**config.mk**
```make
export PLATFORM = sky130hd
export DESIGN_NAME = rgb_to_hsl_tone_classifier
export DESIGN_NICKNAME = d
export VERILOG_FILES = /design/src/hw/rtl/rhtc_pkg.sv /design/src/hw/rtl/rgb_to_hsl_tone_classifier.sv /design/src/hw/rtl/rhtc_front.sv /design/src/hw/rtl/rhtc_div_step.sv
export SDC_FILE = /design/constraint.sdc
export NUM_CORES = 2
export LEC_CHECK = 0
export BUFFER_PORTS_ARGS = -buffer_cell sky130_fd_sc_hd__buf_2
export CAP_MARGIN = 10
export CORE_MARGIN = 3
export CORE_UTILIZATION = 57
export CTS_BUF_LIST = sky130_fd_sc_hd__clkbuf_4 sky130_fd_sc_hd__clkbuf_8 sky130_fd_sc_hd__clkbuf_16
export CTS_CLUSTER_SIZE = 14
export DETAILED_ROUTE_END_ITERATION = 10
export HOLD_SLACK_MARGIN = 0.15
export PLACE_DENSITY = 0.77
export SLEW_MARGIN = 20
export SYNTH_ARGS = -nofsm -noshare
export SYNTH_HDL_FRONTEND = slang
export SYNTH_HIERARCHICAL = 1
export SYNTH_SLANG_ARGS = --single-unit
```
**constraint.sdc**
```tcl
create_clock -name clk -period 3.3 [get_ports clk]
set_clock_uncertainty 0.15 [all_clocks]
set_input_delay 0.165 -clock clk [delete_from_list [all_inputs] [get_ports clk]]
set_output_delay 0.165 -clock clk [all_outputs]
set_load 0.01 [all_outputs]
```
**src/hw/rtl/rhtc_pkg.sv**
```systemverilog
// ----------------------------------------------------------------------------
// rhtc_pkg
// Shared types and constants for the rgb to hsl tone classifier.
// ----------------------------------------------------------------------------
package rhtc_pkg;

	// input item and result item
	typedef struct packed {
		logic [7:0] red;
		logic [7:0] green;
		logic [7:0] blue;
	} pixel_t;

	typedef struct packed {
		logic [14:0] hue;
		logic [10:0] saturation;
		logic [8:0]  lightness_sum;
		logic [1:0]  tone_class;
	} result_t;

	// configuration registers, as seen by the datapath
	typedef struct packed {
		logic [7:0] equal_tolerance;
		logic [8:0] dark_sum_limit;
		logic [8:0] white_sum_threshold;
		logic [8:0] black_sum_threshold;
	} cfg_t;

	// register indexes
	localparam logic [1:0] REG_EQUAL_TOL = 2'd0;
	localparam logic [1:0] REG_DARK_SUM  = 2'd1;
	localparam logic [1:0] REG_WHITE_SUM = 2'd2;
	localparam logic [1:0] REG_BLACK_SUM = 2'd3;

	// tone codes
	localparam logic [1:0] TONE_BLACK = 2'd0;
	localparam logic [1:0] TONE_OTHER = 2'd1;
	localparam logic [1:0] TONE_WHITE = 2'd2;

	// hue sector selection
	typedef enum logic [2:0] {
		RULE_NONE,
		RULE_RED_POS,
		RULE_RED_NEG,
		RULE_GREEN,
		RULE_BLUE
	} hue_rule_t;

	localparam logic [8:0]  SUM_MID    = 9'd255;
	localparam logic [8:0]  SUM_FULL   = 9'd510;
	localparam logic [22:0] HUE_SECTOR = 23'd3840;
	localparam int          DIV_STEPS  = 15;
	localparam int          LATENCY    = DIV_STEPS + 3;
	localparam int          QUO_W      = 15;

	// state of both dividers as it travels down the pipeline
	typedef struct packed {
		logic [7:0]       h_rem;
		logic [QUO_W-1:0] h_sh;
		logic [7:0]       h_div;
		logic [7:0]       s_rem;
		logic [QUO_W-1:0] s_sh;
		logic [7:0]       s_div;
		logic [8:0]       lsum;
		logic [1:0]       tone;
	} div_t;

endpackage

```
**src/hw/rtl/rgb_to_hsl_tone_classifier.sv**
```systemverilog
// ----------------------------------------------------------------------------
// rgb_to_hsl_tone_classifier
// RGB pixel to integer hue, saturation, lightness sum and tone class.
//
//   channel   signals                        handshake
//   pixel     start, busy, pixel             taken when start and !busy
//   result    done, result                   one-cycle strobe, no backpressure
//   config    psel penable pwrite paddr ...  APB, pready always high
//
// One pixel per clock; busy is never raised.
// The pipeline is three front stages plus fifteen divider steps,
// one quotient bit per step, hue and saturation dividers side by side.
// Reset clears valid bits and loads register defaults.
// ----------------------------------------------------------------------------
module rgb_to_hsl_tone_classifier (
	input  logic              clk,
	input  logic              arst_n,
	input  logic              start,
	output logic              busy,
	input  rhtc_pkg::pixel_t  pixel,
	output logic              done,
	output rhtc_pkg::result_t result,
	input  logic              psel,
	input  logic              penable,
	input  logic              pwrite,
	input  logic [3:0]        paddr,
	input  logic [31:0]       pwdata,
	output logic [31:0]       prdata,
	output logic              pready
);
	import rhtc_pkg::*;

	cfg_t cfg_q;
	logic cfg_wr;

	logic valid_p [0:DIV_STEPS];
	div_t div_p   [0:DIV_STEPS];

	// configuration registers
	assign pready = 1'b1;
	assign cfg_wr = psel & penable & pwrite;

	always_ff @(posedge clk or negedge arst_n) begin
		if (!arst_n) begin
			cfg_q.equal_tolerance     <= 8'd3;
			cfg_q.dark_sum_limit      <= 9'd6;
			cfg_q.white_sum_threshold <= 9'd255;
			cfg_q.black_sum_threshold <= 9'd102;
		end else if (cfg_wr) begin
			unique case (paddr[3:2])
				REG_EQUAL_TOL: cfg_q.equal_tolerance     <= pwdata[7:0];
				REG_DARK_SUM:  cfg_q.dark_sum_limit      <= pwdata[8:0];
				REG_WHITE_SUM: cfg_q.white_sum_threshold <= pwdata[8:0];
				REG_BLACK_SUM: cfg_q.black_sum_threshold <= pwdata[8:0];
				default: ;
			endcase
		end
	end

	// register readback
	always_comb begin
		unique case (paddr[3:2])
			REG_EQUAL_TOL: prdata = {24'b0, cfg_q.equal_tolerance};
			REG_DARK_SUM:  prdata = {23'b0, cfg_q.dark_sum_limit};
			REG_WHITE_SUM: prdata = {23'b0, cfg_q.white_sum_threshold};
			REG_BLACK_SUM: prdata = {23'b0, cfg_q.black_sum_threshold};
			default:       prdata = 32'b0;
		endcase
	end

	assign busy = 1'b0;

	// front stages
	rhtc_front u_front (
		.clk       (clk),
		.arst_n    (arst_n),
		.in_valid  (start),
		.pixel     (pixel),
		.cfg       (cfg_q),
		.out_valid (valid_p[0]),
		.out_div   (div_p[0])
	);

	// divider pipeline
	for (genvar i = 0; i < DIV_STEPS; i++) begin : g_div
		rhtc_div_step u_step (
			.clk       (clk),
			.arst_n    (arst_n),
			.in_valid  (valid_p[i]),
			.in_div    (div_p[i]),
			.out_valid (valid_p[i+1]),
			.out_div   (div_p[i+1])
		);
	end

	// result item
	assign done                 = valid_p[DIV_STEPS];
	assign result.hue           = div_p[DIV_STEPS].h_sh;
	assign result.saturation    = div_p[DIV_STEPS].s_sh[10:0];
	assign result.lightness_sum = div_p[DIV_STEPS].lsum;
	assign result.tone_class    = div_p[DIV_STEPS].tone;

endmodule

```
**src/hw/rtl/rhtc_front.sv**
```systemverilog
// ----------------------------------------------------------------------------
// rhtc_front
// Three register stages: channel extremes, hue sector and saturation
// divisor selection, then the numerators that seed the dividers.
// ----------------------------------------------------------------------------
module rhtc_front (
	input  logic            clk,
	input  logic            arst_n,
	input  logic            in_valid,
	input  rhtc_pkg::pixel_t pixel,
	input  rhtc_pkg::cfg_t  cfg,
	output logic            out_valid,
	output rhtc_pkg::div_t  out_div
);
	import rhtc_pkg::*;

	// stage 1 signals
	logic [7:0] mx, mn;
	logic       valid_s1;
	pixel_t     pix_s1;
	logic [7:0] max_s1, dif_s1;
	logic [8:0] sum_s1;

	// stage 2 signals
	hue_rule_t  rule;
	logic [10:0] u;
	logic       hzero, szero;
	logic [8:0] den;
	logic [1:0] tone;
	logic       valid_s2;
	logic [10:0] u_s2;
	logic [7:0] hdiv_s2, snum_s2, sdiv_s2;
	logic [8:0] sum_s2;
	logic [1:0] tone_s2;

	logic [22:0] hnum;
	logic        valid_s3;
	div_t        div_s3;

	// channel extremes
	always_comb begin
		mx = pixel.red;
		mn = pixel.red;
		if (pixel.green > mx) mx = pixel.green;
		if (pixel.blue > mx) mx = pixel.blue;
		if (pixel.green < mn) mn = pixel.green;
		if (pixel.blue < mn) mn = pixel.blue;
	end

	always_ff @(posedge clk or negedge arst_n) begin
		if (!arst_n) valid_s1 <= 1'b0;
		else valid_s1 <= in_valid;
	end

	always_ff @(posedge clk) begin
		pix_s1 <= pixel;
		max_s1 <= mx;
		dif_s1 <= mx - mn;
		sum_s1 <= {1'b0, mx} + {1'b0, mn};
	end

	// hue sector, first matching rule wins
	always_comb begin
		if (dif_s1 < cfg.equal_tolerance || dif_s1 == 8'd0) rule = RULE_NONE;
		else if ((max_s1 - pix_s1.red) < cfg.equal_tolerance) begin
			if (pix_s1.green >= pix_s1.blue) rule = RULE_RED_POS;
			else rule = RULE_RED_NEG;
		end else if ((max_s1 - pix_s1.green) < cfg.equal_tolerance) rule = RULE_GREEN;
		else if ((max_s1 - pix_s1.blue) < cfg.equal_tolerance) rule = RULE_BLUE;
		else rule = RULE_NONE;
	end

	// hue in sixths of a turn times d
	always_comb begin
		hzero = 1'b0;
		case (rule)
			RULE_RED_POS: u = {3'b0, pix_s1.green - pix_s1.blue};
			RULE_RED_NEG: u = {2'b0, dif_s1, 1'b0} + {1'b0, dif_s1, 2'b0}
				- {3'b0, pix_s1.blue - pix_s1.green};
			RULE_GREEN: u = {2'b0, dif_s1, 1'b0} + {3'b0, pix_s1.blue}
				- {3'b0, pix_s1.red};
			RULE_BLUE: u = {1'b0, dif_s1, 2'b0} + {3'b0, pix_s1.red}
				- {3'b0, pix_s1.green};
			default: begin
				u = 11'd0;
				hzero = 1'b1;
			end
		endcase
	end

	// saturation divisor and tone class
	always_comb begin
		den = (sum_s1 <= SUM_MID) ? sum_s1 : (SUM_FULL - sum_s1);
		szero = (sum_s1 < cfg.dark_sum_limit) || (dif_s1 < cfg.equal_tolerance)
			|| (den == 9'd0);
		if (sum_s1 > cfg.white_sum_threshold) tone = TONE_WHITE;
		else if (sum_s1 < cfg.black_sum_threshold) tone = TONE_BLACK;
		else tone = TONE_OTHER;
	end

	always_ff @(posedge clk or negedge arst_n) begin
		if (!arst_n) valid_s2 <= 1'b0;
		else valid_s2 <= valid_s1;
	end

	always_ff @(posedge clk) begin
		u_s2    <= u;
		hdiv_s2 <= hzero ? 8'd1 : dif_s1;
		snum_s2 <= szero ? 8'd0 : dif_s1;
		sdiv_s2 <= szero ? 8'd1 : den[7:0];
		sum_s2  <= sum_s1;
		tone_s2 <= tone;
	end

	// divider seeds: upper numerator bits start the remainder
	assign hnum = {12'b0, u_s2} * HUE_SECTOR;

	always_ff @(posedge clk or negedge arst_n) begin
		if (!arst_n) valid_s3 <= 1'b0;
		else valid_s3 <= valid_s2;
	end

	always_ff @(posedge clk) begin
		div_s3.h_rem <= hnum[22:15];
		div_s3.h_sh  <= hnum[14:0];
		div_s3.h_div <= hdiv_s2;
		div_s3.s_rem <= {5'b0, snum_s2[7:5]};
		div_s3.s_sh  <= {snum_s2[4:0], 10'b0};
		div_s3.s_div <= sdiv_s2;
		div_s3.lsum  <= sum_s2;
		div_s3.tone  <= tone_s2;
	end

	assign out_valid = valid_s3;
	assign out_div   = div_s3;

endmodule

```
**src/hw/rtl/rhtc_div_step.sv**
```systemverilog
// ----------------------------------------------------------------------------
// rhtc_div_step
// One registered restoring-division step for both hue and saturation.
// ----------------------------------------------------------------------------
module rhtc_div_step (
	input  logic           clk,
	input  logic           arst_n,
	input  logic           in_valid,
	input  rhtc_pkg::div_t in_div,
	output logic           out_valid,
	output rhtc_pkg::div_t out_div
);
	import rhtc_pkg::*;

	logic [8:0] h_try, s_try;
	logic       h_ge, s_ge;
	logic       valid_q;
	div_t       div_q;

	// shift in next numerator bit, subtract when it fits
	always_comb begin
		h_try = {in_div.h_rem, in_div.h_sh[QUO_W-1]};
		s_try = {in_div.s_rem, in_div.s_sh[QUO_W-1]};
		h_ge  = h_try >= {1'b0, in_div.h_div};
		s_ge  = s_try >= {1'b0, in_div.s_div};
	end

	always_ff @(posedge clk or negedge arst_n) begin
		if (!arst_n) valid_q <= 1'b0;
		else valid_q <= in_valid;
	end

	always_ff @(posedge clk) begin
		div_q.h_rem <= h_ge ? 8'(h_try - {1'b0, in_div.h_div}) : h_try[7:0];
		div_q.h_sh  <= {in_div.h_sh[QUO_W-2:0], h_ge};
		div_q.h_div <= in_div.h_div;
		div_q.s_rem <= s_ge ? 8'(s_try - {1'b0, in_div.s_div}) : s_try[7:0];
		div_q.s_sh  <= {in_div.s_sh[QUO_W-2:0], s_ge};
		div_q.s_div <= in_div.s_div;
		div_q.lsum  <= in_div.lsum;
		div_q.tone  <= in_div.tone;
	end

	assign out_valid = valid_q;
	assign out_div   = div_q;

endmodule

```
# == Word level (Yosys, flattened, before mapping) ==
# Index checks and enable logic that the tools add are counted.
# classes
n_mux,41
bitwise_logic,2
mul,1
n_shift,0
div,0
addsub,42
n_lt_le_gt_ge,43
eq_ne,7
n_reduce_logical,11
# op_table
cell,n
$sub A8 B8 Y8,33
$ge A9 B8 Y1,29
$mux W8,31
$pmux W32 S4,1
$lt A8 B8 Y1,6
$pmux W11 S4,1
$sub A11 B8 Y11,3
$lt A9 B9 Y1,2
$gt A8 B8 Y1,2
$mul A11 B4 Y15 const B,1
$mux W3,4
$add A10 B8 Y11,1
$add A9 B10 Y11,1
$add A9 B8 Y10,1
$add A8 B8 Y9,1
$gt A9 B9 Y1,1
$le A9 B8 Y1 const B,1
$logic_not A9 Y1,1
$mux W9,1
$sub A9 B9 Y9 const A,1
$ge A4 B8 Y1,1
$ge A8 B8 Y1,1
$logic_not A8 Y1,1
$reduce_and A2 Y1,4
13 further kinds,18
# word_totals
elab_cells,322
in_bits,66
n_memories,0
ram_bits,0
register_bits,1038
latch_bits,0
out_inout_bits,72
rom_bits,0

# == Logic depth before layout (Yosys ltp) ==
# depth
ltp_word,8
depth_mapped,27
ltp_nobuf,25

# == Modules after synthesis ==
# Netlist, hierarchy kept.
# by_module_without_submodules
module,seq_area_each_um2,area_per_inst_um2,n_inst,cells_each
rhtc_div_step (g_div[0].u_step ...),1486.4,2488.6,8,205
rhtc_div_step (g_div[14].u_step ...),1486.4,2479.9,7,204
rhtc_front,2957.8,10542.6,1,1126
rgb_to_hsl_tone_classifier,895.9,1778.0,1,118

# == Worst setup path after synthesis ==
# OpenSTA, ideal clock, no wires.
# synth_path
kind,input to register
start,in pixel[22] (netlist name)
end,reg u_front.sum_s1[8]
setup_slack_ns,-1.458
arrival_time_ns,4.495
n_path_buf,2
t_required_ns,3.036
cell_stages,24
setup_ns,0.114
cell_sequence,inv_1 -> ha_1 -> a21oi_1 -> nand2_1 -> o31ai_2 -> a21o_1 -> buf_2 -> mux2_1 -> ha_1 -> nor2b_1 -> o21a_1 -> o21a_1 -> o21ai_0 -> a21oi_1 -> buf_1 -> mux2i_1 -> ha_1 -> nor2b_1 -> o21ai_0 -> a21oi_1 -> o21ai_0 -> nand2b_1 -> a21o_1 -> a21o_1
# synth_between
elab_chain_len,5
word_cells_on_any_way,9
classes_between,add/sub: 1; order compare: 4; mux: 4
# synth_rtl
item,line_no,source
from (decl),rgb_to_hsl_tone_classifier.sv:20,"input rhtc_pkg::pixel_t pixel,"
$gt A8 B8 Y1,rhtc_front.sv:44,if (pixel.green > mx) mx = pixel.green;
$mux W8 (*),rhtc_front.sv:44,
$gt A8 B8 Y1,rhtc_front.sv:45,if (pixel.blue > mx) mx = pixel.blue;
$mux W8 (*),rhtc_front.sv:45,
named net u_front.mx[2],rhtc_front.sv:18,"logic [7:0] mx, mn;"
$add A8 B8 Y9 (*),rhtc_front.sv:59,"sum_s1 <= {1'b0, mx} + {1'b0, mn};"
to (signal assigned),rhtc_front.sv:59,
to (decl),rhtc_front.sv:22,logic [8:0] sum_s1;
# The timed path passes the listed nets; every way through them passes the cells marked *.
# A chain may end at the register's enable or synchronous reset.

# == Worst setup path after layout ==
# layout_path
start,in pixel[22] (netlist name)
end,reg u_front.dif_s1[7]
# layout_between
elab_chain_len,5
word_cells_on_any_way,9
classes_between,add/sub: 1; order compare: 4; mux: 4
# layout_rtl
item,line_no,source
$gt A8 B8 Y1,rhtc_front.sv:44,
$mux W8 (*),rhtc_front.sv:44,
$gt A8 B8 Y1,rhtc_front.sv:45,
$mux W8 (*),rhtc_front.sv:45,
named net u_front.mx[1],rhtc_front.sv:18,
$sub A8 B8 Y8 (*),rhtc_front.sv:58,dif_s1 <= mx - mn;
to (signal assigned),rhtc_front.sv:58,
to (decl),rhtc_front.sv:21,"logic [7:0] max_s1, dif_s1;"
# Marked as above.

==> flow_metrics.py <==
metrics = {
    "outcome": {
        "status": "finished, violations left",
        "violations": "setup timing",
    },
    "cts": {
        "clkTransAtPathRegs_ns": 0.06,
        "clockRootBuffer": "clkbuf_16",
        "cts_buffer_depth": 3,
        "cts_tree": "yes",
        "clock_latency_ns": 0.68,
        "cts_sinks": 1206,
        "cts_buffers": 114,
        "h-tree-depth": 3,
    },
    "yosys": {
        "syn_area_sq_um": 47300,
        "avgSynthCellArea_sq_um": 11.40,
        "synthCells": 4150,
        "yosysWarnings": 6,
    },
    "placed_design": {
        "hpwl_microns": 61990,
        "place_ws_ns": -1.232,
        "port_buffers": 87,
        "gp_congestion": 0.8808,
    },
    "setup_path": {
        "max_stage_delay_ns": 0.34,
        "cp-start-kind": "input port",
        "crit_fanout": 6,
        "critPathSlowestCell": "mux2_4",
        "path_class": "input port to register",
        "endpoint_kind": "register",
        "r2r_setup_slack_ns": -0.40,
        "cp_data_required_time_ns": 3.76,
        "worstPathArrival_ns": 4.19,
    },
    "sta": {
        "setup_viol": 32,
        "min_period_ns": 3.726,
        "final.setup.tns_ns": -9.154,
        "rsz0062_at_grt": "yes",
        "clock.fmax_mhz": 268.4,
        "max-slew-margin-rel_pct": 55.81,
        "worst_pin_slew_ns": 0.6620,
        "hold_viol_final": 0,
        "finalCritPeriodShare_pct": 112.9,
        "finalMaxSlewViolations": 0,
        "setup_slack_ns": -0.4264,
    },
    "die": {
        "die-width_microns": 294.1,
        "initial_core_util_pct": 57.60,
        "ios": 138,
        "dieArea_sq_um": 86470,
        "coreArea_sq_um": 82110,
        "row_count": 105,
        "die_h_microns": 294.1,
    },
    "grt": {
        "grt_pass1_wl_microns": 144000,
        "globalRoute.totalOverflow": 0,
        "grt_pass1_vias": 30250,
        "antenna_found_initial": 0,
        "grt_usage_pct": 20.04,
        "grt_max_degree": 30,
    },
    "min_path": {
        "hp-class": "register to register",
    },
    "drt": {
        "wl_per_cell_microns": 15.26,
        "vias": 30340,
        "drcViolationCount": 0,
        "drtPass1Iterations": 8,
        "routed_via_density": 5.239,
        "drtIter0Drc": 1429,
        "routed_wl_microns": 88350,
        "drtAntennaViolNets": 0,
    },
    "flow_run": {
        "cap_violations": 0,
    },
    "final_layout": {
        "drive_gt1_share_pct": 21.50,
        "final_nets": 5186,
        "area_delta_synth_final_pct": 19.19,
    },
}
flip-flops by register name, indices dropped and copies added, names as in the netlist, 9 cells and up:
signal                  count
u_front/u_s2               11
u_front/out_div            50
u_front/sum_s2              9
u_front/pix_s1             24
g_div.u_step/out_div     1009
g_div.u_step/out_valid     15
cfg_q                      35
u_front/sum_s1              9
metal layers:
metal	track usage, %	part of all wire [%]	vias up
met5	0	0	-
met4	7.388	3.4	0
met3	3.298	4.0	207
met2	35.63	49	601
met1	24.47	43	14360
li1	-	-	15170
worst paths after layout:
check | endpoint | start | cells after the start
worst min-delay path | g_div[0].u_step/out_div[62] | u_front/out_div[61] | 0
worst min register to register | g_div[0].u_step/out_div[62] | u_front/out_div[61] | 0
worst max register to register | u_front/u_s2[10] | u_front/max_s1[0] | 18
worst max-delay path | u_front/dif_s1[7] | pixel[22] | 25
min in group asynchronous | cfg_q[28] | arst_n | 3
max in group asynchronous | cfg_q[19] | arst_n | 4
what timing repair did:
action                     in CTS  in global routing
cloned                          1                  1
resized for setup             122                 87
setup endpoints to repair      35                 38
hold buffers                   77                  0
buffers inserted               35                 21
hold endpoints to repair      127                  0
pin swaps                     100                 88
cell usage in the layout, fill, tap and decap left out, drive strengths merged, types with 76 or more instances in the layout:
cell type / count
inv: 504
nor3: 114
a21oi: 184
o21ai: 120
nand2: 79
clkbuf: 157
nor2: 149
xnor2: 126
dlygate4sd3: 76
mux2i: 95
ha: 418
dfxtp: 1153
mux2: 194
buf: 344
fa: 77
a21o: 113
stage by stage:
step | cell area [sq um] | utilization [%] | cells | hold slack, ns
finish | 56370 | 68.66 | 5791 | 0.1536
global route | 56370 | 68.65 | 5790 | 0.1584
CTS | 55870 | 68.04 | 5775 | 0.1502
detailed placement | 50320 | 61.29 | 5452 | 0.1267
global placement | 50320 | 61.29 | 5452 | 0.1242
floorplan | 47720 | - | 4195 | -0.2806
worst max-delay path, delay by kind of cell:
kind | cells | cell delay [ns]
and+or+nand+nor | 2 | 0.22
xor gates and xnor gates | 1 | 0.14
AOI/OAI and AO/OA | 12 | 1.85
muxes | 2 | 0.58
adders and majority gates | 3 | 0.71
buffers and inverters | 5 | 0.51
area by class of cell:
| class | count | area, sq um |
|---|---|---|
| fill | 5820 | 25740 |
| sequential | 1206 | 24450 |
| multi-input combinational | 2386 | 21360 |
| clock buffer | 157 | 3312 |
| timing repair buffer | 420 | 3281 |
| inverter | 497 | 1888 |
| tap | 1070 | 1339 |
| clock inverter | 54 | 737.0 |
| antenna | 1 | 2.502 |
Power is left out: the tool's default activity adds up to more than one toggle a clock period on the data nets, which glitch-free logic cannot reach.
